**src/design/smts_pkg.sv**
```systemverilog
// ----------------------------------------------------------------------------
// smts_pkg
// Shared widths, codes and control structs of the seasonal Markov chain
// trainer and sampler.
// ----------------------------------------------------------------------------
package smts_pkg;

	// sizing
	localparam int STATES      = 8;
	localparam int PERIOD_MAX  = 32;
	localparam int COUNT_BITS  = 24;
	localparam int RAND_BITS   = 16;

	localparam int STATE_BITS  = $clog2(STATES);
	localparam int PHASE_BITS  = $clog2(PERIOD_MAX);
	localparam int PERIOD_BITS = $clog2(PERIOD_MAX + 1);

	// pair table: {phase, src, psrc}; transition table: {pair index, dest}
	localparam int PT_AW       = PHASE_BITS + 2 * STATE_BITS;
	localparam int TT_AW       = PT_AW + STATE_BITS;
	localparam int PT_DEPTH    = 2 ** PT_AW;
	localparam int TT_DEPTH    = 2 ** TT_AW;

	localparam int PROD_BITS   = RAND_BITS + COUNT_BITS;
	localparam int CUM_BITS    = COUNT_BITS + STATE_BITS;
	localparam int CMP_BITS    = CUM_BITS + RAND_BITS;

	localparam logic [COUNT_BITS-1:0] PAIR_FULL = {COUNT_BITS{1'b1}};

	// port field widths
	localparam int OPCODE_W    = 2;
	localparam int STATE_W     = 3;
	localparam int PHASE_W     = 5;
	localparam int CFG_IDX_W   = 2;
	localparam int CFG_DATA_W  = 6;

	typedef enum logic [OPCODE_W-1:0] {
		OP_OBSERVE       = 2'd0,
		OP_GENERATE      = 2'd1,
		OP_RESTART_TRAIN = 2'd2,
		OP_RESTART_GEN   = 2'd3
	} op_t;

	typedef enum logic [CFG_IDX_W-1:0] {
		CFG_PERIOD   = 2'd0,
		CFG_SEASONAL = 2'd1,
		CFG_ZERO     = 2'd2
	} cfg_idx_t;

	typedef enum logic [2:0] {
		ST_CLEAR,
		ST_IDLE,
		ST_OBS,
		ST_GMUL,
		ST_GWALK,
		ST_GOUT
	} ctrl_state_t;

	// effective configuration
	typedef struct packed {
		logic [PERIOD_BITS-1:0] period;
		logic                   seasonal;
		logic [STATE_BITS-1:0]  zero;
	} cfg_t;

	// commands to the context registers
	typedef struct packed {
		logic                  fill;
		logic                  clr_valid;
		logic                  first;
		logic                  advance;
		logic [STATE_BITS-1:0] value;
	} ctx_cmd_t;

	// context seen by the controller
	typedef struct packed {
		logic [STATE_BITS-1:0] cur_state;
		logic [STATE_BITS-1:0] oldest;
		logic [PHASE_BITS-1:0] phase;
		logic                  cur_valid;
	} ctx_t;

	typedef struct packed {
		logic                  we;
		logic [PT_AW-1:0]      waddr;
		logic [COUNT_BITS-1:0] wdata;
		logic [PT_AW-1:0]      raddr;
	} pt_req_t;

	typedef struct packed {
		logic                  we;
		logic [TT_AW-1:0]      waddr;
		logic [COUNT_BITS-1:0] wdata;
		logic [TT_AW-1:0]      raddr;
	} tt_req_t;

endpackage

```
**src/design/smts_ctx.sv**
```systemverilog
// ----------------------------------------------------------------------------
// smts_ctx
// Chain context: seasonal history delay line, current state, valid flag
// and season phase.
// ----------------------------------------------------------------------------
module smts_ctx (
	input  logic               clk,
	input  logic               arst_n,
	input  smts_pkg::cfg_t     cfg,
	input  smts_pkg::ctx_cmd_t cmd,
	output smts_pkg::ctx_t     ctx
);

	logic [smts_pkg::STATE_BITS-1:0]  hist_q [smts_pkg::PERIOD_MAX];
	logic [smts_pkg::STATE_BITS-1:0]  hist_d [smts_pkg::PERIOD_MAX];
	logic [smts_pkg::STATE_BITS-1:0]  cur_q;
	logic                             valid_q;
	logic [smts_pkg::PHASE_BITS-1:0]  phase_q;
	logic [smts_pkg::PHASE_BITS-1:0]  phase_d;
	logic [smts_pkg::PERIOD_BITS-1:0] phase_inc;

	// the slot at period-1 is the newest; slot 0 is one period old
	always_comb begin
		for (int i = 0; i < smts_pkg::PERIOD_MAX; i++) begin
			hist_d[i] = hist_q[i];
			if (cmd.fill) begin
				hist_d[i] = cfg.zero;
			end else if ((cmd.first || cmd.advance) &&
				smts_pkg::PERIOD_BITS'(i + 1) == cfg.period) begin
				hist_d[i] = cmd.value;
			end else if (cmd.advance && smts_pkg::PERIOD_BITS'(i + 1) < cfg.period) begin
				hist_d[i] = hist_q[(i + 1) % smts_pkg::PERIOD_MAX];
			end
		end
	end

	always_comb begin
		phase_inc = smts_pkg::PERIOD_BITS'(phase_q) + 1'b1;
		phase_d   = phase_q;
		if (cmd.fill) begin
			phase_d = '0;
		end else if (cmd.advance && cfg.seasonal) begin
			// wrap once the phase reaches the period
			phase_d = (phase_inc >= cfg.period) ? '0 :
				phase_inc[smts_pkg::PHASE_BITS-1:0];
		end
	end

	always_ff @(posedge clk or negedge arst_n) begin
		if (!arst_n) begin
			for (int i = 0; i < smts_pkg::PERIOD_MAX; i++) begin
				hist_q[i] <= '0;
			end
			cur_q   <= '0;
			valid_q <= 1'b0;
			phase_q <= '0;
		end else begin
			hist_q  <= hist_d;
			phase_q <= phase_d;
			if (cmd.fill) begin
				cur_q   <= cfg.zero;
				valid_q <= !cmd.clr_valid;
			end else if (cmd.first || cmd.advance) begin
				cur_q   <= cmd.value;
				valid_q <= 1'b1;
			end
		end
	end

	assign ctx.cur_state = cur_q;
	assign ctx.oldest    = hist_q[0];
	assign ctx.phase     = phase_q;
	assign ctx.cur_valid = valid_q;

	a_fill_resets: assert property (@(posedge clk) disable iff (!arst_n)
		cmd.fill |=> (phase_q == '0 && cur_q == $past(cfg.zero)))
		else $error("restart did not reset phase and state");

	a_advance_valid: assert property (@(posedge clk) disable iff (!arst_n)
		(cmd.advance && !cmd.fill) |=> (valid_q && cur_q == $past(cmd.value)))
		else $error("advance did not take the new state");

	a_phase_bound: assert property (@(posedge clk) disable iff (!arst_n)
		(cmd.advance && !cmd.fill && cfg.seasonal) |=>
		(smts_pkg::PERIOD_BITS'(phase_q) < $past(cfg.period)))
		else $error("phase left the period after advance");

endmodule

```
**config.mk**
```make
export PLATFORM = sky130hd
export DESIGN_NAME = smts_ctx
export DESIGN_NICKNAME = d
export VERILOG_FILES = /design/src/design/smts_pkg.sv /design/src/design/smts_ctx.sv
export SDC_FILE = /design/constraint.sdc
export NUM_CORES = 1
export LEC_CHECK = 0
export BUFFER_PORTS_ARGS = -buffer_cell sky130_fd_sc_hd__buf_2
export CAP_MARGIN = 20
export CELL_PAD_IN_SITES_DETAIL_PLACEMENT = 1
export CELL_PAD_IN_SITES_GLOBAL_PLACEMENT = 2
export CORE_MARGIN = 2
export CORE_UTILIZATION = 44
export DETAILED_ROUTE_END_ITERATION = 8
export HOLD_SLACK_MARGIN = 0.15
export PLACE_DENSITY = 0.95
export SYNTH_ARGS = -nofsm -noshare
export SYNTH_HDL_FRONTEND = slang
export SYNTH_SLANG_ARGS = --single-unit
export TNS_END_PERCENT = 100
```
**constraint.sdc**
```tcl
create_clock -name clk -period 3.76 [get_ports clk]
set_input_delay 0.376 -clock clk [delete_from_list [all_inputs] [get_ports clk]]
set_output_delay 0.376 -clock clk [all_outputs]
set_load 0.005 [all_outputs]
```
==> metrics.txt <==
# TYPE chip_impl_metric gauge
chip_impl_info{name="outcome",value="complete, no violations"} 1
chip_impl_metric{name="period_share",unit="%"} 66.6
chip_impl_metric{name="proportion_of_synthesized_area_in_mux_cells",unit="%"} 10.8
chip_impl_info{name="synthTopCellsByArea",value="dfrtp_1, mux2_2, a31oi_1, o31ai_1, mux2_1"} 1
chip_impl_metric{name="clock_latency",unit="ps"} 370
chip_impl_metric{name="first_pass_iters",unit=""} 6
chip_impl_metric{name="grt_antenna_before_repair",unit=""} 0
chip_impl_metric{name="postSynth.asyncResetShare",unit="%"} 100
chip_impl_metric{name="tightest_slew",unit="ps"} 1150
chip_impl_info{name="crit_family",value="simple AND/OR/NAND/NOR gates"} 1
chip_impl_metric{name="max_slew_margin",unit="%"} 23.1
chip_impl_metric{name="synth_edf_count",unit=""} 0
chip_impl_metric{name="tritoncts_buffers",unit=""} 9
chip_impl_metric{name="route.vias.total",unit=""} 6662
chip_impl_metric{name="routed_wl",unit="mm"} 25.9
chip_impl_info{name="cp_cell_sequence",value="buf_2, or2_2, buf_4, nand3_1, o211ai_2, mux2_2"} 1
chip_impl_metric{name="path_clk_slew",unit="ps"} 70
chip_impl_metric{name="synth_compound_area_share",unit="%"} 26.9
chip_impl_info{name="netlist_top_cells_count",value="dfrtp_1, a31oi_1, mux2_2"} 1
chip_impl_info{name="grt_setup_unrepaired",value="false"} 1
chip_impl_metric{name="max_cap_violations",unit=""} 0
chip_impl_metric{name="detail_route.vias_per_cell",unit=""} 7.12
chip_impl_metric{name="die_width",unit="µm"} 132
chip_impl_metric{name="rows",unit=""} 46
chip_impl_metric{name="ctsLongestPathBuffers",unit=""} 2
chip_impl_info{name="synth_top_flop_cell",value="dfrtp_1"} 1
chip_impl_info{name="critical_path.startpoint_type",value="input pin"} 1
chip_impl_metric{name="crit_required",unit="ps"} 4020
chip_impl_metric{name="layout_min_cycle_time",unit="ps"} 2500
chip_impl_metric{name="postSynthCellCount",unit=""} 738
chip_impl_metric{name="achievable-frequency",unit="MHz"} 399
chip_impl_metric{name="first_global_vias",unit=""} 6927
chip_impl_metric{name="area.growth.synth_to_final",unit="%"} 6.50
chip_impl_metric{name="power_leakage",unit="nW"} 2.75
chip_impl_metric{name="synth.yosys.seq_area_share",unit="%"} 36.6
chip_impl_metric{name="worst_clock_skew",unit="ps"} 7.18
chip_impl_info{name="synthMostInstantiatedCell",value="dfrtp_1"} 1
chip_impl_info{name="holdCritPathClass",value="input pin to register"} 1
chip_impl_metric{name="synth-adder-area-share",unit="%"} 1.22
chip_impl_info{name="synthDominantAreaCellType",value="dfrtp_1"} 1
chip_impl_metric{name="synth-warning-count",unit=""} 0
chip_impl_info{name="criticalPathCategory",value="input pin to register"} 1
chip_impl_metric{name="report.final.setup_viol",unit=""} 0
chip_impl_metric{name="synth_simple_gate_area_share",unit="%"} 17.2
chip_impl_info{name="tritoncts",value="yes"} 1
chip_impl_metric{name="cts_htree_levels",unit=""} 3
chip_impl_metric{name="count_of_unresolved_drc_violations_after_routing",unit=""} 0
chip_impl_metric{name="mapped_avg_cell_area",unit="µm²"} 9.73
chip_impl_metric{name="synth_xor_area_share",unit="%"} 0.244
chip_impl_metric{name="final_hold_viol_count",unit=""} 0
chip_impl_metric{name="worst_hold_slack",unit="ps"} 187
chip_impl_metric{name="boundaryPins",unit=""} 31
chip_impl_metric{name="pin_count_of_the_biggest_net_entering_global_routing",unit=""} 83
chip_impl_metric{name="initial_drc_count",unit=""} 711
chip_impl_metric{name="sum_of_negative_setup_slack",unit="ps"} 0
chip_impl_info{name="combinational_family_with_the_most_area_after_synthesis",value="compound AO/OA/AOI/OAI gates"} 1
chip_impl_metric{name="fin_nets",unit=""} 741
chip_impl_metric{name="synth-seq-cells",unit=""} 105
chip_impl_metric{name="grt_overflow",unit=""} 0
chip_impl_info{name="cp_max_stage_cell",value="or2_2"} 1
chip_impl_metric{name="cp.buffers_inverters",unit=""} 2
chip_impl_metric{name="port-buffer-count",unit=""} 30
chip_impl_metric{name="crit_path_max_fanout",unit=""} 60
chip_impl_metric{name="globalRouteTotalUtil",unit="%"} 30.0
chip_impl_metric{name="power_per_cell_area",unit="nW/µm²"} 400
chip_impl_metric{name="hpwl",unit="mm"} 17.5
chip_impl_metric{name="die_h",unit="µm"} 132
chip_impl_metric{name="drt-wirelength-per-cell",unit="µm"} 27.7
chip_impl_metric{name="die_area",unit="µm²"} 17400
chip_impl_metric{name="tritoncts_num_sinks",unit=""} 105
chip_impl_metric{name="floorplan.initialDensity",unit="%"} 45.0
chip_impl_metric{name="globalplace.congestion",unit=""} 0.917
chip_impl_metric{name="synth_area",unit="µm²"} 7180
chip_impl_metric{name="detail-route-antenna-nets",unit=""} 0
chip_impl_metric{name="core",unit="µm²"} 15900
chip_impl_metric{name="ys_types",unit=""} 75
chip_impl_metric{name="number_of_pins_with_negative_max_slew_slack_in_the_final_report",unit=""} 0
chip_impl_metric{name="antenna-diode-count",unit=""} 0
chip_impl_metric{name="first_pass_grt_wire_length",unit="mm"} 40.7
chip_impl_metric{name="timing.critical_path.slowest_cell_delay",unit="ps"} 980
chip_impl_info{name="cp-end-kind",value="register"} 1
chip_impl_info{name="root_buffer",value="clkbuf_16"} 1
chip_impl_metric{name="synth_fp_nets",unit=""} 764
chip_impl_metric{name="layout-drive-gt1-share",unit="%"} 20.4
chip_impl_metric{name="yosys.area.top_type_share",unit="%"} 36.6
chip_impl_metric{name="finish.utilization",unit="%"} 48.0
chip_impl_metric{name="ir_worst_vdd",unit="µV"} 248
chip_impl_metric{name="arrival",unit="ps"} 2760
## final timing paths
path                                 start          to  slack [ps]  cells past startpoint
worst max-delay path                cmd[3]      ctx[8]        1260                      6
worst min-delay path                cmd[5]     valid_q         190                      2
worst max register to register  phase_q[0]  phase_q[0]        1330                      8
worst min register to register  hist_q[14]  hist_q[14]         490                      1
max in group asynchronous           arst_n  hist_q[88]        2260                      4
min in group asynchronous           arst_n  hist_q[28]         480                      2
## logic make-up after synthesis
| logic type | count (synthesis) |
|---|---|
| xor gates and xnor gates | 2 |
| and+or+nand+nor | 190 |
| muxes | 69 |
| buffers and inverters | 101 |
| adders and majority gates | 7 |
| AOI/OAI and AO/OA | 264 |
| DFF | 105 |
## registers in the layout (all words and copies together) (netlist names)
register  flops
cur_q         3
valid_q       1
ctx           3
phase_q       5
hist_q       93
## layout by cell type (no fill, tap or decap), drive strengths merged, types with 25 or more instances in the layout
cell type  instances
dfrtp            105
mux2              66
a31oi             52
buf               51
o21ai             45
nand3             36
nand4             31
nand2             31
o31ai             31
a211oi            25
## final cells by class
| class | instances | area [µm²] |
|---|---|---|
| clock buffer | 10 | 229 |
| clock inverter | 6 | 65.1 |
| fill | 1818 | 8300 |
| inverter | 15 | 56.3 |
| multi-input combinational | 532 | 4060 |
| sequential | 105 | 2630 |
| tap | 216 | 270 |
| timing repair buffer | 52 | 340 |
## worst reg2reg max path, cell delays in order (launching register included)
cell	delay (ps)
dfrtp_1	450
ha_1	240
nand3_1	100
xnor2_1	220
ha_1	290
a21o_1	190
a2111oi_2	520
o21ai_1	160
o21ai_0	190
## metrics by stage
stage,instance area [µm²],cells,total power (W),worst slack [ps]
floorplan,7180,738,0.00184,1660
global placement,7310,918,0.00203,1090
detailed placement,7310,918,0.00207,987
CTS,7610,934,0.00305,1310
global route,7650,936,0.00319,1140
finish,7650,936,0.00306,1260
## routing by layer
layer  vias up  GRT usage [%]  routed length, µm
li1       2872              -                  -
met1      3366           38.3              10600
met2       331           47.5              12200
met3        93           8.46               2170
met4         0           13.9                970
met5         -              0                  0
## timing repair
action                                 4_1_cts  5_1_grt
endpoints found under the hold margin        0       30
hold buffers                                 0        1
gates resized for setup                      0        0
setup buffers                                0        0
## report_power, final
part	total, W	internal [W]	switching (W)
clock network	0.000983	0.000520	0.000463
registers	0.00140	0.00129	0.000118
logic	0.000676	0.000265	0.000411
Power figures use the tool's default switching activity.
