<file path="config.mk">
export PLATFORM = sky130hd
export DESIGN_NAME = smts_ram
export DESIGN_NICKNAME = d
export VERILOG_FILES = /design/src/design/smts_ram.sv
export SDC_FILE = /design/constraint.sdc
export NUM_CORES = 1
export LEC_CHECK = 0
export ABC_CLOCK_PERIOD_IN_PS = 1900
export BUFFER_PORTS_ARGS = -buffer_cell sky130_fd_sc_hd__buf_4
export CORE_MARGIN = 4
export CORE_UTILIZATION = 54
export CTS_CLUSTER_SIZE = 8
export DETAILED_ROUTE_END_ITERATION = 10
export MAX_ROUTING_LAYER = met4
export PLACE_DENSITY_LB_ADDON = 0.3
export SYNTH_ARGS = -nofsm -noshare
export SYNTH_HDL_FRONTEND = slang
export SYNTH_SLANG_ARGS = --single-unit
</file>
<file path="constraint.sdc">
create_clock -name clk -period 1.9 [get_ports clk]
set_clock_uncertainty 0.15 [all_clocks]
set_input_delay 0.285 -clock clk [delete_from_list [all_inputs] [get_ports clk]]
set_output_delay 0.285 -clock clk [all_outputs]
set_load 0.01 [all_outputs]
</file>
<file path="src/design/smts_ram.sv">
// ----------------------------------------------------------------------------
// smts_ram
// Simple dual-port synchronous RAM, one write and one registered read.
// ----------------------------------------------------------------------------
module smts_ram #(
	parameter int DEPTH     = 16,
	parameter int WIDTH     = 8,
	parameter int ADDR_BITS = $clog2(DEPTH)
) (
	input  logic                 clk,
	input  logic                 we,
	input  logic [ADDR_BITS-1:0] waddr,
	input  logic [WIDTH-1:0]     wdata,
	input  logic [ADDR_BITS-1:0] raddr,
	output logic [WIDTH-1:0]     rdata
);

	logic [WIDTH-1:0] mem [DEPTH];

	always_ff @(posedge clk) begin
		if (we) begin
			mem[waddr] <= wdata;
		end
	end

	always_ff @(posedge clk) begin
		rdata <= mem[raddr];
	end

endmodule

</file>
==> flow_summary_export.csv, run 1 <==
group,metric,value,unit
logic_synthesis,syn_inst,229,
grt,grt_pass1_vias,2632,
clocking,clock_latency,0.51,ns
logic_synthesis,ys.warnings.count,0,
logic_synthesis,ys_types,19,
timing,holdWs,0.1555,ns
hold_path,hold_class,"in -> reg",
cells_and_area,fin_cells,439,
worst_setup_path,critPathMaxFanout,1,
outcome,status,"finished, final reports clean",
clocking,post_cts_resized,0,
logic_synthesis,synth_top_area_cell,"edfxtp_1",
place,hpwl,6181,um
grt,grt_pass1_wl,15730,um
clocking,htreeDepth,4,
clocking,cts_tree,"built",
grt,grt_use_total,20.35,%
worst_setup_path,cp-end-kind,"flip-flop",
route,drc,0,
floorplanning,coreArea,9240,um^2
grt,grt_overflow,0,
logic_synthesis,async_flop_share,0,%
logic_synthesis,synthTopCellsByArea,"edfxtp_1 75%, mux4_2 7.9%, mux4_1 7.1%",
timing,relSlewSlack,43.28,%
timing,setup_viol,0,
floorplanning,boundaryPins,26,
logic_synthesis,yosysSeqAreaShare,77.78,%
timing,finalMaxSlewViolations,0,
timing,setup_tns,0,ns
floorplanning,die_h,105.6,um
cells_and_area,drive_above_1_share,32.58,%
worst_setup_path,critPathRequiredTime,2.15,ns
clocking,clkSinkCount,136,
timing,hold_viol,0,
route,vias,2518,
cells_and_area,nets,315,
flow_run,maxCapViolCount,0,
place,gp_congestion,0.8124,
grt,antenna_found_initial,0,
logic_synthesis,synth_common_cells,"128 x edfxtp_1, 18 x mux4_2, 16 x a22oi_1, 14 x mux4_1, 13 x nor2_1",
power,finalPower,0.007105,W
route,drtIter0Drc,218,
timing,tightest_slew,0.8477,ns
cells_and_area,fill_cells,573,
worst_setup_path,path_class,"reg -> reg",
logic_synthesis,syn_nets,247,
timing,min_period,1.536,ns
worst_setup_path,start_kind,"flip-flop",
floorplanning,dieArea,11160,um^2
cells_and_area,fin_area,6349,um^2
route,avgViaCountPerCell,5.736,
grt,grt_max_degree,17,
cells_and_area,antennaDiodeCount,0,
clocking,cts_buffer_depth,2,
timing,fin_crit_sh,80.86,%
logic_synthesis,synth-edff-count,128,
place,dpl.cell_count,399,
clocking,path_clk_slew,0.06,ns
place,place_area,5648,um^2
logic_synthesis,synth.most_common_cell,"edfxtp_1",
route,routedWlPerCell,22.89,um
route,first_pass_iters,4,
clocking,cts_root_buffer,"clkbuf_8",
route,ant_nets,0,
cells_and_area,syn_to_final_growth,23.33,%
worst_setup_path,reg2reg_depth,3,
timing,rsz0062_at_grt,"no",
logic_synthesis,ys.flop_type,"edfxtp_1",
clocking,cts_buffers,17,
power,p_per_area,1119,nW/um^2
logic_synthesis,netlist_area,5147,um^2
floorplanning,rows,35,
logic_synthesis,synth-seq-cells,136,
floorplanning,die_w,105.6,um
logic_synthesis,avgSynthCellArea,22.48,um^2
floorplanning,initial_utilization,55.71,%
hold_path,hold_depth,3,
logic_synthesis,netlist.area_leader.share,74.67,%
place,portBuffers,25,
worst_setup_path,cp.arrival,1.79,ns
timing,fmax,0.6509,GHz
power,ir_worst_vdd,1.007,mV
route,postRouteWirelength,10050,um
power,p_leak,2.198,nW
[stage by stage]
step,utilization [%],worst slack [ns]
after global routing,68.71,0.2901
final,68.71,0.3636
after detailed placement,61.12,0.1199
after CTS,68.71,0.3605
after global placement,61.12,0.1227
after floorplan,-,0.1989
[power breakdown]
| part | internal, W | total [W] | leakage (nW) | switching (W) |
|---|---|---|---|---|
| registers | 0.00335 | 0.00338 | 1.22 | 0.0000209 |
| clock network | 0.00220 | 0.00337 | 0.298 | 0.00117 |
| logic | 0.000175 | 0.000359 | 0.676 | 0.000184 |
[layout make-up]
| class | instances | area, um^2 | share of cell area, % |
|---|---|---|---|
| clock buffer | 21 | 449.2 | 7.075 |
| clock inverter | 11 | 171.4 | 2.700 |
| multi-input combinational | 83 | 1062 | 16.73 |
| sequential | 136 | 4004 | 63.07 |
| tap | 129 | 161.4 | 2.542 |
| timing repair buffer | 59 | 500.5 | 7.883 |
[cell families (layout without fill, tap and decap cells)]
kind of cell / count (synthesis) / in the layout / synth area share [%]
flip-flops: 136 / 136 / 77.78
multiplexers: 32 / 32 / 15.02
AO/OA/AOI/OAI: 16 / 16 / 2.334
buffers and inverters: 10 / 91 / 1.677
AND/OR/NAND/NOR: 35 / 35 / 3.184
[layout by cell type (no fill, tap or decap)]
cell type,n
clkinv_2,2
and2b_1,1
buf_4,48
nor3_2,1
mux4_1,14
and2_1,1
clkbuf_8,3
nand2b_1,2
bufinv_16,4
edfxtp_1,128
mux4_2,18
nor2b_1,1
or3b_2,1
dlygate4sd3_1,8
nor2_1,13
a22oi_1,16
buf_12,3
clkinvlp_4,2
clkinv_4,3
dfxtp_1,8
nand3b_1,2
clkbuf_16,16
clkbuf_1,2
nand3_1,1
nand2_1,9
nor3_1,3
[path summary, 6_finish.rpt]
path / start / endpoint / slack (ns)
max: mem[5][0]$_DFFE_PP_ / rdata[0]$_DFF_P_ / 0.36
min: waddr[0] / mem[0][5]$_DFFE_PP_ / 0.16
max reg2reg: mem[5][0]$_DFFE_PP_ / rdata[0]$_DFF_P_ / 0.36
min reg2reg: mem[15][0]$_DFFE_PP_ / rdata[0]$_DFF_P_ / 0.53
[per-layer routing]
layer	part of all wire, %	wire, um	GRT usage (%)
met1	43	4270	28.47
met4	1.2	121	6.105
met3	8.4	844	4.715
met2	48	4811	30.51
met5	0	0	-
[critical path, stage by stage (launching register included)]
cell and delay (ns):
edfxtp_1 0.39, mux4_1 0.59, a22oi_1 0.21, nand2_1 0.08
[sequential cells by signal (all words and copies together) (netlist names)]
signal and flops:
mem 128, rdata 8
[timing repair]
item	in CTS	in global routing
buffers inserted	0	0
hold buffers	8	0
hold endpoints to repair	128	0
No activity file was read; power rests on OpenSTA's default activity.
==> inputs of run 2 (changes only) <==
ABC_CLOCK_PERIOD_IN_PS = 1300   (was 1900)
clock period = 1.3 ns   (was 1.9 ns; I/O delays follow)
==> run 2 against run 1 <==
The flow now finishes with violations (negative setup slack). Design area increased by 5.0%. Clock power increased by 64%. Total power increased by 56%. Critical path depth unchanged. Count of clock-buffer cells in the layout decreased by 4. Maximum frequency increased by 4.1%. Sequential cell count unchanged. Cell count increased by 1.4%. Hold slack got worse by 0.040 ns. Largest cell class unchanged.
==> flow_summary_export.csv, run 2 (synthesis gave the netlist of run 1 again) <==
group,metric,value,unit
floorplanning,coreArea,9240,um^2
worst_setup_path,cp.arrival,1.73,ns
power,ir_worst_vdd,0.9926,mV
route,ant_nets,0,
floorplanning,die_h,105.6,um
cells_and_area,multi_input_area,1104,um^2
route,vias,2537,
worst_setup_path,slowest_stage,"mux4_2",
timing,setup_tns,-0.9622,ns
cells_and_area,fin_area,6669,um^2
place,portBuffers,25,
cells_and_area,final_common_cell,"edfxtp_1",
floorplanning,initial_utilization,55.71,%
clocking,cts_root_buffer,"clkbuf_8",
clocking,cts_buffers,17,
place,place_area,5821,um^2
grt,grt_pass1_wl,16590,um
clocking,clock_latency,0.52,ns
worst_setup_path,path_class,"reg -> reg",
route,first_pass_iters,4,
floorplanning,dieArea,11160,um^2
floorplanning,boundaryPins,26,
cells_and_area,syn_to_final_growth,29.56,%
timing,hold_viol,0,
floorplanning,rows,35,
cells_and_area,largest_reg_flops,128,
worst_setup_path,cp_slowest_stage_delay,0.48,ns
cells_and_area,fin_cells,445,
cells_and_area,nets,321,
route,drc,0,
grt,grt_overflow,0,
timing,tightest_slew,1.016,ns
timing,rsz0062_at_grt,"yes",
power,p_per_area,1663,nW/um^2
clocking,clkSinkCount,136,
timing,fin_crit_sh,113.6,%
place,gp_congestion,0.7466,
cells_and_area,drive_above_1_share,46.84,%
timing,holdWs,0.1157,ns
timing,final.setup.worst_slack,-0.1765,ns
place,hpwl,6491,um
grt,antenna_found_initial,0,
worst_setup_path,crit_chain,"mux4_2 > a22oi_2 > nand2_1",
clocking,path_clk_slew,0.06,ns
grt,grt_pass1_vias,2824,
grt,grt_max_degree,17,
cells_and_area,reg_top3,"mem (128), rdata (8)",
outcome,violations,"negative setup slack",
cells_and_area,regMostFlops,"mem",
timing,setup_viol,9,
flow_run,maxCapViolCount,0,
clocking,cts_buffer_depth,2,
clocking,cts_tree,"built",
worst_setup_path,cp-end-kind,"flip-flop",
timing,fmax,0.6773,GHz
floorplanning,die_w,105.6,um
hold_path,hold_class,"in -> reg",
clocking,htreeDepth,4,
worst_setup_path,critPathRequiredTime,1.55,ns
timing,finalMaxSlewViolations,0,
grt,grt_use_total,21.73,%
outcome,status,"complete, but fails checks",
cells_and_area,seq_area,4014,um^2
worst_setup_path,critPathMaxFanout,1,
cells_and_area,fill_cells,550,
timing,relSlewSlack,32.00,%
route,avgViaCountPerCell,5.701,
cells_and_area,final_cell_mix,"128 x edfxtp_1, 35 x buf_4, 32 x mux4_2, 16 x clkbuf_16, 13 x buf_12",
worst_setup_path,start_kind,"flip-flop",
cells_and_area,post-route-util,72.17,%
cells_and_area,antennaDiodeCount,0,
route,drtIter0Drc,134,
place,dpl.cell_count,404,
power,p_leak,2.248,nW
route,routedWlPerCell,23.76,um
timing,min_period,1.476,ns
route,postRouteWirelength,10570,um
-- run 2: changes by cell type in the layout (fill, tap and decap cells not counted), moves of 7 or more --
cell	previous run	this run
mux4_2	18	32
a22oi_1	16	9
mux4_1	14	0
dfxtp_1	8	0
dfxtp_2	0	8
a22oi_2	0	7
nor2_1	13	5
buf_4	48	35
buf_6	0	8
buf_12	3	13
-- run 2: worst max-delay path: cells and delay by family, from the launching register on --
| family | cells | cell delay, ns |
|---|---|---|
| compound gates | 1 | 0.25 |
| flops | 1 | 0.36 |
| mux | 1 | 0.48 |
| simple gates | 1 | 0.10 |
-- run 2: layer usage --
layer	track usage, %	wire length (um)	vias to the layer above
li1	-	-	1111
met1	28.76	4316	1327
met4	6.938	89	0
met2	33.83	5433	91
met3	5.389	733	8
met5	-	0	-
-- run 2: through the flow --
step                      power (W)  setup slack, ns
after detailed placement   0.005596          -0.4631
after CTS                   0.01116          -0.1614
after floorplan            0.005311          -0.1781
final                       0.01109          -0.1765
after global routing        0.01142          -0.1965
after global placement     0.005574          -0.4435
-- run 2: path summary, 6_finish.rpt --
path	end	startpoint	cells after the start	slack [ns]
max	rdata[1]$_DFF_P_	mem[11][1]$_DFFE_PP_	3	-0.18
min	mem[0][5]$_DFFE_PP_	waddr[1]	4	0.12
max reg2reg	rdata[1]$_DFF_P_	mem[11][1]$_DFFE_PP_	3	-0.18
min reg2reg	rdata[2]$_DFF_P_	mem[14][2]$_DFFE_PP_	3	0.53
-- run 2: cell type report --
type | instances | share of cell area (%)
well taps | 129 | 2.420
multi-input cells | 83 | 16.55
clock inverters | 15 | 4.090
repair buffers | 65 | 10.54
flip-flops and latches | 136 | 60.19
clock buffers | 17 | 6.210
-- run 2: what timing repair did --
action | in CTS | in global routing
endpoints found under the hold margin | 130 | 0
resized for setup | 20 | 4
buffers inserted | 0 | 0
setup endpoints to repair | 16 | 16
hold buffers | 9 | 0
pin swaps | 3 | 3
-- run 2: report_power, final --
part | internal, W | switching, W | leakage (nW)
clock | 0.00371 | 0.00181 | 0.330
sequential | 0.00491 | 0.0000363 | 1.22
combinational | 0.000319 | 0.000309 | 0.693
==> inputs of run 3 (changes only) <==
ABC_AREA = 1   (was unset)
CORE_UTILIZATION = 55   (was 54)
==> run 3 against run 2 <==
The flow still finishes with violations (negative setup slack). Sequential cell count did not move. Register-to-register slack improved by 0.32 ns. Highest routed layer unchanged. Count of clock-buffer cells in the layout rose by 4. Critical path depth fell by 2. Synthesized cell count rose by 140%.
==> flow_summary_export.csv, run 3 <==
group,metric,value,unit
outcome,status,"complete, but fails checks",
outcome,violations,"negative setup slack",
floorplanning,boundaryPins,26,
floorplanning,die_h,110.4,um
worst_setup_path,critical_path_depth,1,
timing,final.setup.worst_slack,-0.001896,ns
logic_synthesis,synth-simple-area-share,21.05,%
cells_and_area,final_common_cell,"nand2_1",
timing,hold_viol,0,
power,p_per_area,1446,nW/um^2
place,hpwl,7660,um
hold_path,hold_class,"in -> reg",
worst_setup_path,start_kind,"flip-flop",
floorplanning,dieArea,12190,um^2
logic_synthesis,synth_common_cells,"173 x nand2_1, 128 x edfxtp_1, 100 x inv_1, 97 x nand3_1, 17 x nor2_1",
logic_synthesis,synth-compound-area-share,0,%
grt,grt_use_total,23.45,%
cells_and_area,regMostFlops,"mem",
logic_synthesis,synthTopCellsByArea,"edfxtp_1 67%, nand2_1 11%, nand3_1 8.4%",
worst_setup_path,cp_num_buf_inv,1,
timing,finalMaxSlewViolations,0,
clocking,cts_root_buffer,"clkbuf_8",
logic_synthesis,netlist.area_leader.share,66.65,%
power,finalPower,0.009987,W
timing,setup_tns,-0.001896,ns
cells_and_area,antennaDiodeCount,0,
timing,min_period,1.302,ns
floorplanning,rows,37,
timing,fmax,0.7681,GHz
timing,tightest_slew,0.3082,ns
timing,rsz0062_at_grt,"yes",
logic_synthesis,synth.most_common_cell,"nand2_1",
logic_synthesis,syn_nets,569,
clocking,cts_buffer_depth,2,
logic_synthesis,async_flop_share,0,%
cells_and_area,fin_area,6908,um^2
route,postRouteWirelength,12480,um
floorplanning,coreArea,10280,um^2
cells_and_area,syn_to_final_growth,19.79,%
cells_and_area,largest_reg_flops,128,
cells_and_area,fill_cells,796,
place,gp_congestion,0.8025,
logic_synthesis,synthAdderAreaFrac,0,%
route,avgViaCountPerCell,5.154,
worst_setup_path,cp.arrival,0.96,ns
floorplanning,die_w,110.4,um
logic_synthesis,ys_types,12,
timing,fin_crit_sh,100.1,%
route,routedWlPerCell,16.47,um
grt,antenna_found_initial,0,
logic_synthesis,netlist_area,5767,um^2
timing,relSlewSlack,79.45,%
logic_synthesis,ys.flop_type,"edfxtp_1",
worst_setup_path,r2r_slack,0.14,ns
worst_setup_path,crit_family,"flip-flops",
hold_path,hold_depth,7,
timing,setup_viol,1,
cells_and_area,drive_above_1_share,14.31,%
power,p_leak,3.017,nW
cells_and_area,nets,627,
grt,grt_pass1_wl,19730,um
worst_setup_path,cp_slowest_stage_delay,0.32,ns
worst_setup_path,crit_chain,"buf_6",
worst_setup_path,critPathRequiredTime,0.95,ns
logic_synthesis,synth_mux_area_share,0,%
clocking,htreeDepth,4,
clocking,clkSinkCount,136,
clocking,path_clk_slew,0.06,ns
logic_synthesis,yosysSeqAreaShare,69.43,%
clocking,cts_tree,"built",
grt,grt_pass1_vias,3765,
worst_setup_path,reg2reg_depth,6,
logic_synthesis,synth_xor_area_share,0,%
clocking,clock_latency,0.53,ns
logic_synthesis,synth_top_family_by_area,"simple AND/OR/NAND/NOR gates",
route,drc,0,
route,drtIter0Drc,292,
logic_synthesis,synth-edff-count,128,
worst_setup_path,cp-end-kind,"output port",
route,first_pass_iters,5,
floorplanning,initial_utilization,56.11,%
flow_run,maxCapViolCount,0,
place,place_area,6231,um^2
power,ir_worst_vdd,0.7834,mV
worst_setup_path,path_class,"reg -> out",
worst_setup_path,slowest_stage,"dfxtp_2",
route,ant_nets,0,
cells_and_area,final_cell_mix,"173 x nand2_1, 128 x edfxtp_1, 100 x inv_1, 97 x nand3_1, 40 x buf_4",
place,dpl.cell_count,716,
logic_synthesis,avgSynthCellArea,10.47,um^2
clocking,cts_buffers,17,
worst_setup_path,critPathMaxFanout,1,
route,vias,3907,
clocking,post_cts_buffers,0,
logic_synthesis,synth_top_area_cell,"edfxtp_1",
timing,holdWs,0.1040,ns
logic_synthesis,syn_inst,551,
cells_and_area,reg_top3,"mem (128), rdata (8)",
logic_synthesis,synth-seq-cells,136,
cells_and_area,fin_cells,758,
grt,grt_overflow,0,
logic_synthesis,ys.warnings.count,0,
grt,grt_max_degree,65,
place,portBuffers,25,
-- run 3: path summary, 6_finish.rpt --
kind                                    endpoint                 start
worst min-delay path            rdata[1]$_DFF_P_              raddr[1]
worst max-delay path                    rdata[4]      rdata[4]$_DFF_P_
worst min register to register  rdata[0]$_DFF_P_  mem[10][0]$_DFFE_PP_
worst max register to register  rdata[6]$_DFF_P_   mem[5][6]$_DFFE_PP_
-- run 3: what timing repair did --
action                                  CTS  global route
resized for setup                        14             2
endpoints found under the setup margin    8             8
hold buffers                             10             0
hold endpoints to repair                136             0
-- run 3: per-stage QoR --
stage                     setup slack [ns]  utilization (%)
after global placement            -0.06080            60.63
final                            -0.001896            67.21
after detailed placement           -0.1065            60.63
after CTS                         -0.02083            67.19
after global routing              -0.02860            67.21
after floorplan                   0.004155                -
-- run 3: per-layer routing --
| metal | track usage [%] | routed length, um | vias to the layer above | share of wire, % |
|---|---|---|---|---|
| li1 | - | - | 1888 | - |
| met1 | 30.02 | 5149 | 1868 | 41 |
| met2 | 37.56 | 6301 | 135 | 50 |
| met3 | 4.950 | 857 | 16 | 6.9 |
| met4 | 8.179 | 174 | 0 | 1.4 |
| met5 | - | 0 | - | 0 |
-- run 3: power by group --
part	leakage (nW)	total [W]	switching, W	internal [W]
Clock	0.260	0.00436	0.00166	0.00269
Sequential	1.22	0.00494	0.0000318	0.00491
Combinational	1.53	0.000690	0.000422	0.000268
Total	3.02	0.00999	0.00212	0.00787
-- run 3: kinds of logic (layout without fill, tap and decap cells) --
kind of cell | count (synthesis) | count (layout)
buffers and inverters | 126 | 197
flip-flops | 136 | 136
AND/OR/NAND/NOR | 289 | 289
-- run 3: layout make-up --
class                   instances  area, um^2  share of cell area [%]
clock buffers                  21       429.2                   6.213
clock inverters                11       107.6                   1.558
inverters                     102       382.9                   5.542
repair buffers                 63       590.6                   8.549
multi-input cells             289        1214                   17.57
well taps                     136       170.2                   2.463
flip-flops and latches        136        4014                   58.11
