<file path="src/design/smts_pkg.sv">
// ----------------------------------------------------------------------------
// smts_pkg
// Shared widths, codes and control structs of the seasonal Markov chain
// trainer and sampler.
// ----------------------------------------------------------------------------
package smts_pkg;

	// sizing
	localparam int STATES      = 8;
	localparam int PERIOD_MAX  = 32;
	localparam int COUNT_BITS  = 24;
	localparam int RAND_BITS   = 16;

	localparam int STATE_BITS  = $clog2(STATES);
	localparam int PHASE_BITS  = $clog2(PERIOD_MAX);
	localparam int PERIOD_BITS = $clog2(PERIOD_MAX + 1);

	// pair table: {phase, src, psrc}; transition table: {pair index, dest}
	localparam int PT_AW       = PHASE_BITS + 2 * STATE_BITS;
	localparam int TT_AW       = PT_AW + STATE_BITS;
	localparam int PT_DEPTH    = 2 ** PT_AW;
	localparam int TT_DEPTH    = 2 ** TT_AW;

	localparam int PROD_BITS   = RAND_BITS + COUNT_BITS;
	localparam int CUM_BITS    = COUNT_BITS + STATE_BITS;
	localparam int CMP_BITS    = CUM_BITS + RAND_BITS;

	localparam logic [COUNT_BITS-1:0] PAIR_FULL = {COUNT_BITS{1'b1}};

	// port field widths
	localparam int OPCODE_W    = 2;
	localparam int STATE_W     = 3;
	localparam int PHASE_W     = 5;
	localparam int CFG_IDX_W   = 2;
	localparam int CFG_DATA_W  = 6;

	typedef enum logic [OPCODE_W-1:0] {
		OP_OBSERVE       = 2'd0,
		OP_GENERATE      = 2'd1,
		OP_RESTART_TRAIN = 2'd2,
		OP_RESTART_GEN   = 2'd3
	} op_t;

	typedef enum logic [CFG_IDX_W-1:0] {
		CFG_PERIOD   = 2'd0,
		CFG_SEASONAL = 2'd1,
		CFG_ZERO     = 2'd2
	} cfg_idx_t;

	typedef enum logic [2:0] {
		ST_CLEAR,
		ST_IDLE,
		ST_OBS,
		ST_GMUL,
		ST_GWALK,
		ST_GOUT
	} ctrl_state_t;

	// effective configuration
	typedef struct packed {
		logic [PERIOD_BITS-1:0] period;
		logic                   seasonal;
		logic [STATE_BITS-1:0]  zero;
	} cfg_t;

	// commands to the context registers
	typedef struct packed {
		logic                  fill;
		logic                  clr_valid;
		logic                  first;
		logic                  advance;
		logic [STATE_BITS-1:0] value;
	} ctx_cmd_t;

	// context seen by the controller
	typedef struct packed {
		logic [STATE_BITS-1:0] cur_state;
		logic [STATE_BITS-1:0] oldest;
		logic [PHASE_BITS-1:0] phase;
		logic                  cur_valid;
	} ctx_t;

	typedef struct packed {
		logic                  we;
		logic [PT_AW-1:0]      waddr;
		logic [COUNT_BITS-1:0] wdata;
		logic [PT_AW-1:0]      raddr;
	} pt_req_t;

	typedef struct packed {
		logic                  we;
		logic [TT_AW-1:0]      waddr;
		logic [COUNT_BITS-1:0] wdata;
		logic [TT_AW-1:0]      raddr;
	} tt_req_t;

endpackage

</file>
<file path="src/design/smts_item_if.sv">
// ----------------------------------------------------------------------------
// smts_item_if
// Input channel: one command beat per handshake.
// ----------------------------------------------------------------------------
interface smts_item_if;
	logic                           valid;
	logic                           ready;
	logic [smts_pkg::OPCODE_W-1:0]  opcode;
	logic [smts_pkg::STATE_W-1:0]   observed_state;
	logic [smts_pkg::RAND_BITS-1:0] random_fraction;

	modport source (output valid, output opcode, output observed_state,
		output random_fraction, input ready);
	modport sink (input valid, input opcode, input observed_state,
		input random_fraction, output ready);
endinterface

</file>
<file path="src/design/smts_result_if.sv">
// ----------------------------------------------------------------------------
// smts_result_if
// Output channel: one generated state per beat.
// ----------------------------------------------------------------------------
interface smts_result_if;
	logic                         valid;
	logic                         ready;
	logic [smts_pkg::STATE_W-1:0] next_state;
	logic                         unseen_context;
	logic [smts_pkg::PHASE_W-1:0] phase_used;

	modport source (output valid, output next_state, output unseen_context,
		output phase_used, input ready);
	modport sink (input valid, input next_state, input unseen_context,
		input phase_used, output ready);
endinterface

</file>
<file path="src/design/smts_ctrl.sv">
// ----------------------------------------------------------------------------
// smts_ctrl
// Sequencer: table clearing sweep, observe read-modify-write, generate
// walk over cumulative counts, and the result register.
// ----------------------------------------------------------------------------
module smts_ctrl (
	input  logic                            clk,
	input  logic                            arst_n,
	smts_item_if.sink                       item,
	smts_result_if.source                   result,
	input  smts_pkg::cfg_t                  cfg,
	input  smts_pkg::ctx_t                  ctx,
	output smts_pkg::ctx_cmd_t              ctx_cmd,
	output smts_pkg::pt_req_t               pt_req,
	output smts_pkg::tt_req_t               tt_req,
	input  logic [smts_pkg::COUNT_BITS-1:0] pt_rd,
	input  logic [smts_pkg::COUNT_BITS-1:0] tt_rd
);

	smts_pkg::ctrl_state_t state_q, state_d;

	logic [smts_pkg::TT_AW-1:0]      clr_addr_q;
	logic [smts_pkg::PT_AW-1:0]      pidx_q;
	logic [smts_pkg::STATE_BITS-1:0] obs_q;
	logic [smts_pkg::RAND_BITS-1:0]  rand_q;
	logic [smts_pkg::PHASE_BITS-1:0] tphase_q;
	logic [smts_pkg::PROD_BITS-1:0]  prod_q;
	logic [smts_pkg::CUM_BITS-1:0]   cum_q;
	logic [smts_pkg::STATE_BITS-1:0] j_q;
	logic [smts_pkg::STATE_BITS-1:0] dest_q;
	logic                            unseen_q;

	logic                            out_valid_q;
	logic [smts_pkg::STATE_W-1:0]    out_state_q;
	logic                            out_unseen_q;
	logic [smts_pkg::PHASE_W-1:0]    out_phase_q;

	logic [smts_pkg::PHASE_BITS-1:0] tphase;
	logic [smts_pkg::PT_AW-1:0]      pidx_now;
	logic [smts_pkg::STATE_BITS-1:0] obs_now;
	logic                            obs_ok;
	logic                            accept;
	logic [smts_pkg::CUM_BITS-1:0]   cum_next;
	logic                            hit;
	logic                            out_load;

	assign tphase   = cfg.seasonal ? ctx.phase : '0;
	assign pidx_now = {tphase, ctx.cur_state, ctx.oldest};
	assign obs_now  = item.observed_state[smts_pkg::STATE_BITS-1:0];
	assign obs_ok   = 32'(item.observed_state) < smts_pkg::STATES;
	assign accept   = item.valid && item.ready;

	// walk step: first dest whose cumulative count passes r * pair_count
	assign cum_next = cum_q + smts_pkg::CUM_BITS'(tt_rd);
	assign hit      = smts_pkg::CMP_BITS'(prod_q) < {cum_next, smts_pkg::RAND_BITS'(0)};

	always_ff @(posedge clk or negedge arst_n) begin
		if (!arst_n) begin
			state_q <= smts_pkg::ST_CLEAR;
		end else begin
			state_q <= state_d;
		end
	end

	always_comb begin
		state_d      = state_q;
		item.ready   = 1'b0;
		ctx_cmd      = '0;
		out_load     = 1'b0;
		pt_req.we    = 1'b0;
		pt_req.waddr = pidx_q;
		pt_req.wdata = pt_rd + 1'b1;
		pt_req.raddr = pidx_now;
		tt_req.we    = 1'b0;
		tt_req.waddr = {pidx_q, obs_q};
		tt_req.wdata = tt_rd + 1'b1;
		tt_req.raddr = {pidx_now, obs_now};
		case (state_q)
			smts_pkg::ST_CLEAR: begin
				pt_req.we    = 1'b1;
				pt_req.waddr = clr_addr_q[smts_pkg::PT_AW-1:0];
				pt_req.wdata = '0;
				tt_req.we    = 1'b1;
				tt_req.waddr = clr_addr_q;
				tt_req.wdata = '0;
				if (clr_addr_q == smts_pkg::TT_AW'(smts_pkg::TT_DEPTH - 1)) begin
					state_d = smts_pkg::ST_IDLE;
				end
			end
			smts_pkg::ST_IDLE: begin
				item.ready = 1'b1;
				if (item.valid) begin
					case (smts_pkg::op_t'(item.opcode))
						smts_pkg::OP_OBSERVE: begin
							if (obs_ok) begin
								if (!ctx.cur_valid) begin
									ctx_cmd.first = 1'b1;
									ctx_cmd.value = obs_now;
								end else begin
									state_d = smts_pkg::ST_OBS;
								end
							end
						end
						smts_pkg::OP_GENERATE: begin
							state_d = smts_pkg::ST_GMUL;
						end
						smts_pkg::OP_RESTART_TRAIN: begin
							ctx_cmd.fill      = 1'b1;
							ctx_cmd.clr_valid = 1'b1;
							state_d           = smts_pkg::ST_CLEAR;
						end
						smts_pkg::OP_RESTART_GEN: begin
							ctx_cmd.fill = 1'b1;
						end
						default: begin
							state_d = smts_pkg::ST_IDLE;
						end
					endcase
				end
			end
			smts_pkg::ST_OBS: begin
				// drop the observation when the pair count is saturated
				if (pt_rd != smts_pkg::PAIR_FULL) begin
					pt_req.we       = 1'b1;
					tt_req.we       = 1'b1;
					ctx_cmd.advance = 1'b1;
					ctx_cmd.value   = obs_q;
				end
				state_d = smts_pkg::ST_IDLE;
			end
			smts_pkg::ST_GMUL: begin
				tt_req.raddr = {pidx_q, smts_pkg::STATE_BITS'(0)};
				state_d = (pt_rd == '0) ? smts_pkg::ST_GOUT : smts_pkg::ST_GWALK;
			end
			smts_pkg::ST_GWALK: begin
				tt_req.raddr = {pidx_q, smts_pkg::STATE_BITS'(j_q + 1'b1)};
				if (hit || j_q == smts_pkg::STATE_BITS'(smts_pkg::STATES - 1)) begin
					state_d = smts_pkg::ST_GOUT;
				end
			end
			smts_pkg::ST_GOUT: begin
				// hold until the result register is free
				if (!out_valid_q || result.ready) begin
					out_load        = 1'b1;
					ctx_cmd.advance = 1'b1;
					ctx_cmd.value   = dest_q;
					state_d         = smts_pkg::ST_IDLE;
				end
			end
			default: begin
				state_d = smts_pkg::ST_CLEAR;
			end
		endcase
	end

	always_ff @(posedge clk or negedge arst_n) begin
		if (!arst_n) begin
			clr_addr_q <= '0;
		end else if (state_q == smts_pkg::ST_CLEAR) begin
			clr_addr_q <= clr_addr_q + 1'b1;
		end else begin
			clr_addr_q <= '0;
		end
	end

	always_ff @(posedge clk) begin
		if (state_q == smts_pkg::ST_IDLE && accept) begin
			pidx_q   <= pidx_now;
			obs_q    <= obs_now;
			rand_q   <= item.random_fraction;
			tphase_q <= tphase;
		end
		case (state_q)
			smts_pkg::ST_GMUL: begin
				prod_q   <= smts_pkg::PROD_BITS'(rand_q) * smts_pkg::PROD_BITS'(pt_rd);
				cum_q    <= '0;
				j_q      <= '0;
				unseen_q <= (pt_rd == '0);
				dest_q   <= cfg.zero;
			end
			smts_pkg::ST_GWALK: begin
				cum_q <= cum_next;
				j_q   <= j_q + 1'b1;
				if (hit) begin
					dest_q <= j_q;
				end
			end
			default: begin
				cum_q <= cum_q;
			end
		endcase
	end

	always_ff @(posedge clk or negedge arst_n) begin
		if (!arst_n) begin
			out_valid_q <= 1'b0;
		end else if (out_load) begin
			out_valid_q <= 1'b1;
		end else if (result.ready) begin
			out_valid_q <= 1'b0;
		end
	end

	always_ff @(posedge clk) begin
		if (out_load) begin
			out_state_q  <= smts_pkg::STATE_W'(dest_q);
			out_unseen_q <= unseen_q;
			out_phase_q  <= smts_pkg::PHASE_W'(tphase_q);
		end
	end

	assign result.valid          = out_valid_q;
	assign result.next_state     = out_state_q;
	assign result.unseen_context = out_unseen_q;
	assign result.phase_used     = out_phase_q;

	a_result_from_walk: assert property (@(posedge clk) disable iff (!arst_n)
		$rose(out_valid_q) |-> $past(state_q) == smts_pkg::ST_GOUT)
		else $error("result beat raised outside the output step");

	a_no_count_past_full: assert property (@(posedge clk) disable iff (!arst_n)
		(pt_req.we && state_q != smts_pkg::ST_CLEAR) |-> pt_rd != smts_pkg::PAIR_FULL)
		else $error("pair count incremented past saturation");

	a_gen_starts_walk: assert property (@(posedge clk) disable iff (!arst_n)
		(state_q == smts_pkg::ST_IDLE && accept &&
		item.opcode == smts_pkg::OP_GENERATE) |=> state_q == smts_pkg::ST_GMUL)
		else $error("generate beat did not start a walk");

endmodule

</file>
<file path="src/flat_wrapper.sv">
// flat-port wrapper written by rule: the top's interface ports become plain ports
module smts_ctrl_flat 
  (clk, arst_n, cfg, ctx, ctx_cmd, pt_req, tt_req, pt_rd, tt_rd, item_valid, item_opcode, item_observed_state, item_random_fraction, item_ready, result_valid, result_next_state, result_unseen_context, result_phase_used, result_ready);
  smts_item_if item_i ();
  smts_result_if result_i ();
  input  logic clk;
  input  logic arst_n;
  input  smts_pkg::cfg_t cfg;
  input  smts_pkg::ctx_t ctx;
  output smts_pkg::ctx_cmd_t ctx_cmd;
  output smts_pkg::pt_req_t pt_req;
  output smts_pkg::tt_req_t tt_req;
  input  logic [smts_pkg::COUNT_BITS-1:0] pt_rd;
  input  logic [smts_pkg::COUNT_BITS-1:0] tt_rd;
  input wire logic [$bits(item_i.valid)-1:0] item_valid;
  input wire logic [$bits(item_i.opcode)-1:0] item_opcode;
  input wire logic [$bits(item_i.observed_state)-1:0] item_observed_state;
  input wire logic [$bits(item_i.random_fraction)-1:0] item_random_fraction;
  output wire logic [$bits(item_i.ready)-1:0] item_ready;
  output wire logic [$bits(result_i.valid)-1:0] result_valid;
  output wire logic [$bits(result_i.next_state)-1:0] result_next_state;
  output wire logic [$bits(result_i.unseen_context)-1:0] result_unseen_context;
  output wire logic [$bits(result_i.phase_used)-1:0] result_phase_used;
  input wire logic [$bits(result_i.ready)-1:0] result_ready;
  assign item_i.valid = item_valid;
  assign item_i.opcode = item_opcode;
  assign item_i.observed_state = item_observed_state;
  assign item_i.random_fraction = item_random_fraction;
  assign item_ready = item_i.ready;
  assign result_valid = result_i.valid;
  assign result_next_state = result_i.next_state;
  assign result_unseen_context = result_i.unseen_context;
  assign result_phase_used = result_i.phase_used;
  assign result_i.ready = result_ready;
  smts_ctrl u_core (.clk(clk), .arst_n(arst_n), .item(item_i), .result(result_i), .cfg(cfg), .ctx(ctx), .ctx_cmd(ctx_cmd), .pt_req(pt_req), .tt_req(tt_req), .pt_rd(pt_rd), .tt_rd(tt_rd));
endmodule
</file>
<file path="config.mk">
export PLATFORM = sky130hd
export DESIGN_NAME = smts_ctrl_flat
export DESIGN_NICKNAME = d
export VERILOG_FILES = /design/src/design/smts_pkg.sv /design/src/design/smts_item_if.sv /design/src/design/smts_result_if.sv /design/src/design/smts_ctrl.sv /design/src/flat_wrapper.sv
export SDC_FILE = /design/constraint.sdc
export NUM_CORES = 1
export LEC_CHECK = 0
export BUFFER_PORTS_ARGS = -buffer_cell sky130_fd_sc_hd__buf_2
export CORE_AREA = 2 2 170 214
export DETAILED_ROUTE_END_ITERATION = 10
export DIE_AREA = 0 0 172 216
export GPL_ROUTABILITY_DRIVEN = 1
export PLACE_DENSITY = 0.87
export SLEW_MARGIN = 20
export SYNTH_ARGS = -nofsm -noshare
export SYNTH_HDL_FRONTEND = slang
export SYNTH_SLANG_ARGS = --single-unit
</file>
<file path="constraint.sdc">
create_clock -name clk -period 6.1 [get_ports clk]
set_input_delay 0.915 -clock clk [delete_from_list [all_inputs] [get_ports clk]]
set_output_delay 0.915 -clock clk [all_outputs]
set_load 0.02 [all_outputs]
</file>
==> results.tsv <==
stage	metric	value	unit
clocking	Clk pin slew, worst setup/hold paths	0.07	ns
timing	fmax	0.1554	GHz
clocking	cts hold-fix bufs	0	
timing	Worst Max-Slew Pin Slew	1.097	ns
route	Remaining DRCs	0	
route	DRT iter0 DRCs	1979	
setup_path	crit end category	flip-flop	
yosys	Adder-Cell Fraction of Synth Area	0.4196	
timing	Clock Skews	0.01724	ns
global_route	GRT Util Overall	0.3046	
setup_path	start of the worst register-to-register path	u_core.rand_q[4]$_DFFE_PP_	
yosys	Post-synth top flop	edfxtp_1	
die	FP Rows	77	
clocking	Clock Latency Late Sink	0.45	ns
run_status	failing checks	setup timing	
route	Vias	17570	
clocking	clk buf depth	2	
die	Die Wd	172	µm
route	Vias/cell	5.918	
die	DIE AREA	37150	µm²
route	Post-DRT Antenna Nets	0	
global_route	initial antenna violation count	2	
global_route	GRT Residual Overflow	0	
timing	Slew headroom	0.2662	
route	WL final	61.96	mm
die	Top Ports	213	
yosys	post-synthesis register bit count	115	
setup_path	crit path launch type	flip-flop	
timing	RSZ-0062 raised after global routing	true	
setup_path	r2r setup slk	-0.34	ns
yosys	Seq/Total Area, Yosys	0.1731	
yosys	largest family of logic cells by synthesized area	adder cells	
placement	Setup WS pre-CTS	-0.7305	ns
clocking	CTS sink count	115	
min_path	worst hold path type	input port to async pin	
yosys	mux cell area share after synthesis	0.005023	
yosys	xor/xnor share of the synthesized area	0.04057	
yosys	compound-gate portion of the synthesized area	0.06954	
yosys	Netlist cell types	68	
die	core area	35070	µm²
setup_path	critical-path maximum fanout	8	
yosys	Mapped Nets	2744	
placement	post-DP HPWL	43.04	mm
finish	layout cells sized above 1	0.2229	
finish	nets	3044	
setup_path	Reg2Reg Depth	23	
run_status	status	complete, but fails checks	
global_route	largest net degree at the start of global routing	40	
finish	# diodes	0	
finish	Area growth syn-to-layout	21.24	%
global_route	vias in the first global route	18040	
timing	final setup margin	-0.3353	ns
timing	Pins Over Slew Limit	0	
setup_path	crit path DAT	6.62	ns
placement	GP Congestion	0.9340	
yosys	Post-Synthesis Cells	2181	
yosys	synth warn	0	
setup_path	critical path, cell by cell	buf_6 > clkbuf_16 > and2_1 > fa_1 > inv_1 > fa_1 > fa_2 > inv_1 > fa_2 > fa_1 > inv_1 > fa_1 > inv_1 > ha_4 > a21o_1 > a31oi_4 > nand2_2 > a32oi_2 > nand2_2 > buf_4 > a21oi_2 > o21ai_0 > xor2_1	
setup_path	CP max stage cell	fa_1	
clocking	# H-tree levels	4	
route	WL/cell	20.88	µm
yosys	Avg Inst Size Synth	8.909	µm²
clocking	Root Driver	clkbuf_16	
setup_path	Buffers & Inverters on Critical Path	7	
route	Initial DRT Pass Iterations	6	
setup_path	Crit path max-delay family	adder cells	
global_route	first-pass GRT wire length	88.53	mm
setup_path	Setup CP Type	flip-flop to flip-flop	
yosys	EDFF count, synth	97	
finish	Fillers	2394	
setup_path	worst r2r dst	u_core.prod_q[31]$_DFFE_PP_	
timing	Tmin final	6.435	ns
clocking	total CTS buffers	17	
yosys	Synth Area in Simple Gates	0.1996	
finish	Non-Filler Instances	2968	
placement	port bufs	206	
yosys	Mapped Area	19430	µm²
die	Die Ht	216	µm
timing	final hold vios	0	
timing	Final Setup Violations	16	
timing	final worst-path cycle share	1.055	
die	Initial Util	0.5541	
setup_path	Worst EP required	6.28	ns
flow_run	Max Cap Viol	0	
clocking	CTS tree	yes	
yosys	ys async rst share	0.1565	
setup_path	Critical Path Max Stage Delay	0.59	ns
placement	Post-Place Cells	2905	
==> through the flow <==
stage	util	hold WS (ns)	setup TNS, ns	area, µm²
2_1_floorplan	-	0.4003	-0.8007	20000
3_3_place_gp	0.6313	0.4087	-8.168	22140
3_5_place_dp	0.6313	0.4185	-11.80	22140
4_1_cts	0.6505	0.4006	0	22810
5_1_grt	0.6718	0.4186	-3.680	23560
6_report	0.6718	0.3883	-2.363	23560
==> registers in the layout (all words and copies together), names as in the netlist <==
signal	cells
u_core.dest_q	3
u_core.clr_addr_q	14
u_core.result.unseen_context	1
u_core.result.valid	1
u_core.tphase_q	5
u_core.result.phase_used	5
u_core.rand_q	16
u_core.cum_q	27
u_core.j_q	3
u_core.obs_q	3
u_core.result.next_state	3
u_core.unseen_q	1
u_core.state_q	3
u_core.pidx_q	6
u_core.prod_q	24
==> what timing repair did <==
item / 4_1_cts / 5_1_grt
gates resized for setup: 22 / 145
cloned: 0 / 3
endpoints found under the setup margin: 16 / 18
buffers inserted: 7 / 21
pin swaps: 5 / 50
==> layout make-up <==
type                            instances  area, µm²  share of cell area
Multi-Input combinational cell       1595      14830              0.6295
Timing Repair Buffer                  383       2855              0.1212
Sequential cell                       115       3363              0.1428
Clock buffer                           18      429.2             0.01822
Tap cell                              474      593.1             0.02517
Inverter                              369       1385             0.05879
Clock inverter                         14      103.9            0.004408
==> metal layers <==
metal	track usage	part of all wire	up-vias	wire, µm
li1	-	-	7421	-
met1	0.3588	0.33	8488	20570
met2	0.5351	0.49	1247	30470
met3	0.04566	0.10	407	6338
met4	0.1563	0.074	2	4567
met5	0	0.00026	-	16
==> cell families after synthesis <==
kind of cell,Yosys count
adder cells (fa/ha/maj),468
AO/OA/AOI/OAI,208
multiplexers,9
flip-flops,115
XOR/XNOR,90
buffers and inverters,471
AND/OR/NAND/NOR,820
==> cell usage after synthesis, types with 4 or more instances <==
cell,number,area [µm²]
nor3_1,15,75.07
nand2_1,386,1449
buf_1,8,30.03
or3_1,12,75.07
ha_1,162,2027
o21bai_1,5,37.54
nor2b_1,13,81.33
dfrtp_1,18,450.4
a31oi_1,6,37.54
nand3_1,23,115.1
a21o_1,20,150.1
o21ai_0,42,210.2
nand2b_1,11,68.82
xnor2_1,37,324.1
nand4_1,20,125.1
and3_1,16,100.1
o31ai_1,4,30.03
a211oi_1,4,30.03
a21oi_1,72,360.4
nor4_1,7,43.79
edfxtp_1,97,2913
fa_1,306,6126
inv_1,369,1385
xor2_1,53,464.2
and2_1,174,1089
nor2_1,118,442.9
o211ai_1,6,45.04
and4_1,6,52.55
mux2_2,6,67.56
o21a_1,9,67.56
or2_2,5,31.28
buf_4,8,60.06
clkbuf_1,85,319.1
==> placed cells by master, fill, tap and decap left out, types with 6 or more instances in the layout <==
| cell | synthesis | layout |
|---|---|---|
| nand2b_1 | 11 | 11 |
| dfrtp_1 | 18 | 18 |
| and2_1 | 174 | 159 |
| buf_4 | 8 | 144 |
| xor2_1 | 53 | 53 |
| edfxtp_1 | 97 | 97 |
| a21oi_1 | 72 | 60 |
| o21ai_0 | 42 | 36 |
| buf_2 | 1 | 187 |
| inv_2 | 0 | 15 |
| and3_1 | 16 | 14 |
| o211ai_1 | 6 | 6 |
| nand2_2 | 1 | 18 |
| and2_4 | 0 | 15 |
| nand2_1 | 386 | 366 |
| nor4_1 | 7 | 6 |
| nor3_1 | 15 | 14 |
| o21a_1 | 9 | 9 |
| nor2b_1 | 13 | 12 |
| nand4_1 | 20 | 20 |
| inv_1 | 369 | 353 |
| ha_4 | 0 | 16 |
| fa_2 | 0 | 19 |
| a21o_1 | 20 | 20 |
| buf_6 | 0 | 20 |
| clkbuf_16 | 0 | 20 |
| ha_1 | 162 | 144 |
| buf_12 | 0 | 21 |
| or3_1 | 12 | 12 |
| and4_1 | 6 | 6 |
| nor2_1 | 118 | 118 |
| xnor2_1 | 37 | 37 |
| nand3_1 | 23 | 22 |
| fa_1 | 306 | 287 |
| a21oi_2 | 1 | 12 |
| mux2_2 | 6 | 6 |
==> worst max-delay path by stage <==
stage | start | to | slack, ns | depth (start not counted)
after global placement | pt_rd[10] | u_core.prod_q[36]$_DFFE_PP_ | -0.56 | 18
final | u_core.rand_q[4]$_DFFE_PP_ | u_core.prod_q[31]$_DFFE_PP_ | -0.34 | 23
after CTS | pt_rd[9] | u_core.prod_q[36]$_DFFE_PP_ | 0.007 | 18
after floorplan | pt_rd[23] | u_core.prod_q[37]$_DFFE_PP_ | -0.16 | 20
after detailed placement | pt_rd[10] | u_core.prod_q[35]$_DFFE_PP_ | -0.73 | 23
after global routing | u_core.rand_q[4]$_DFFE_PP_ | u_core.prod_q[31]$_DFFE_PP_ | -0.39 | 23
Power is not shown: default switching activity piles up to over one toggle a cycle in this logic, so the estimate is an artifact.
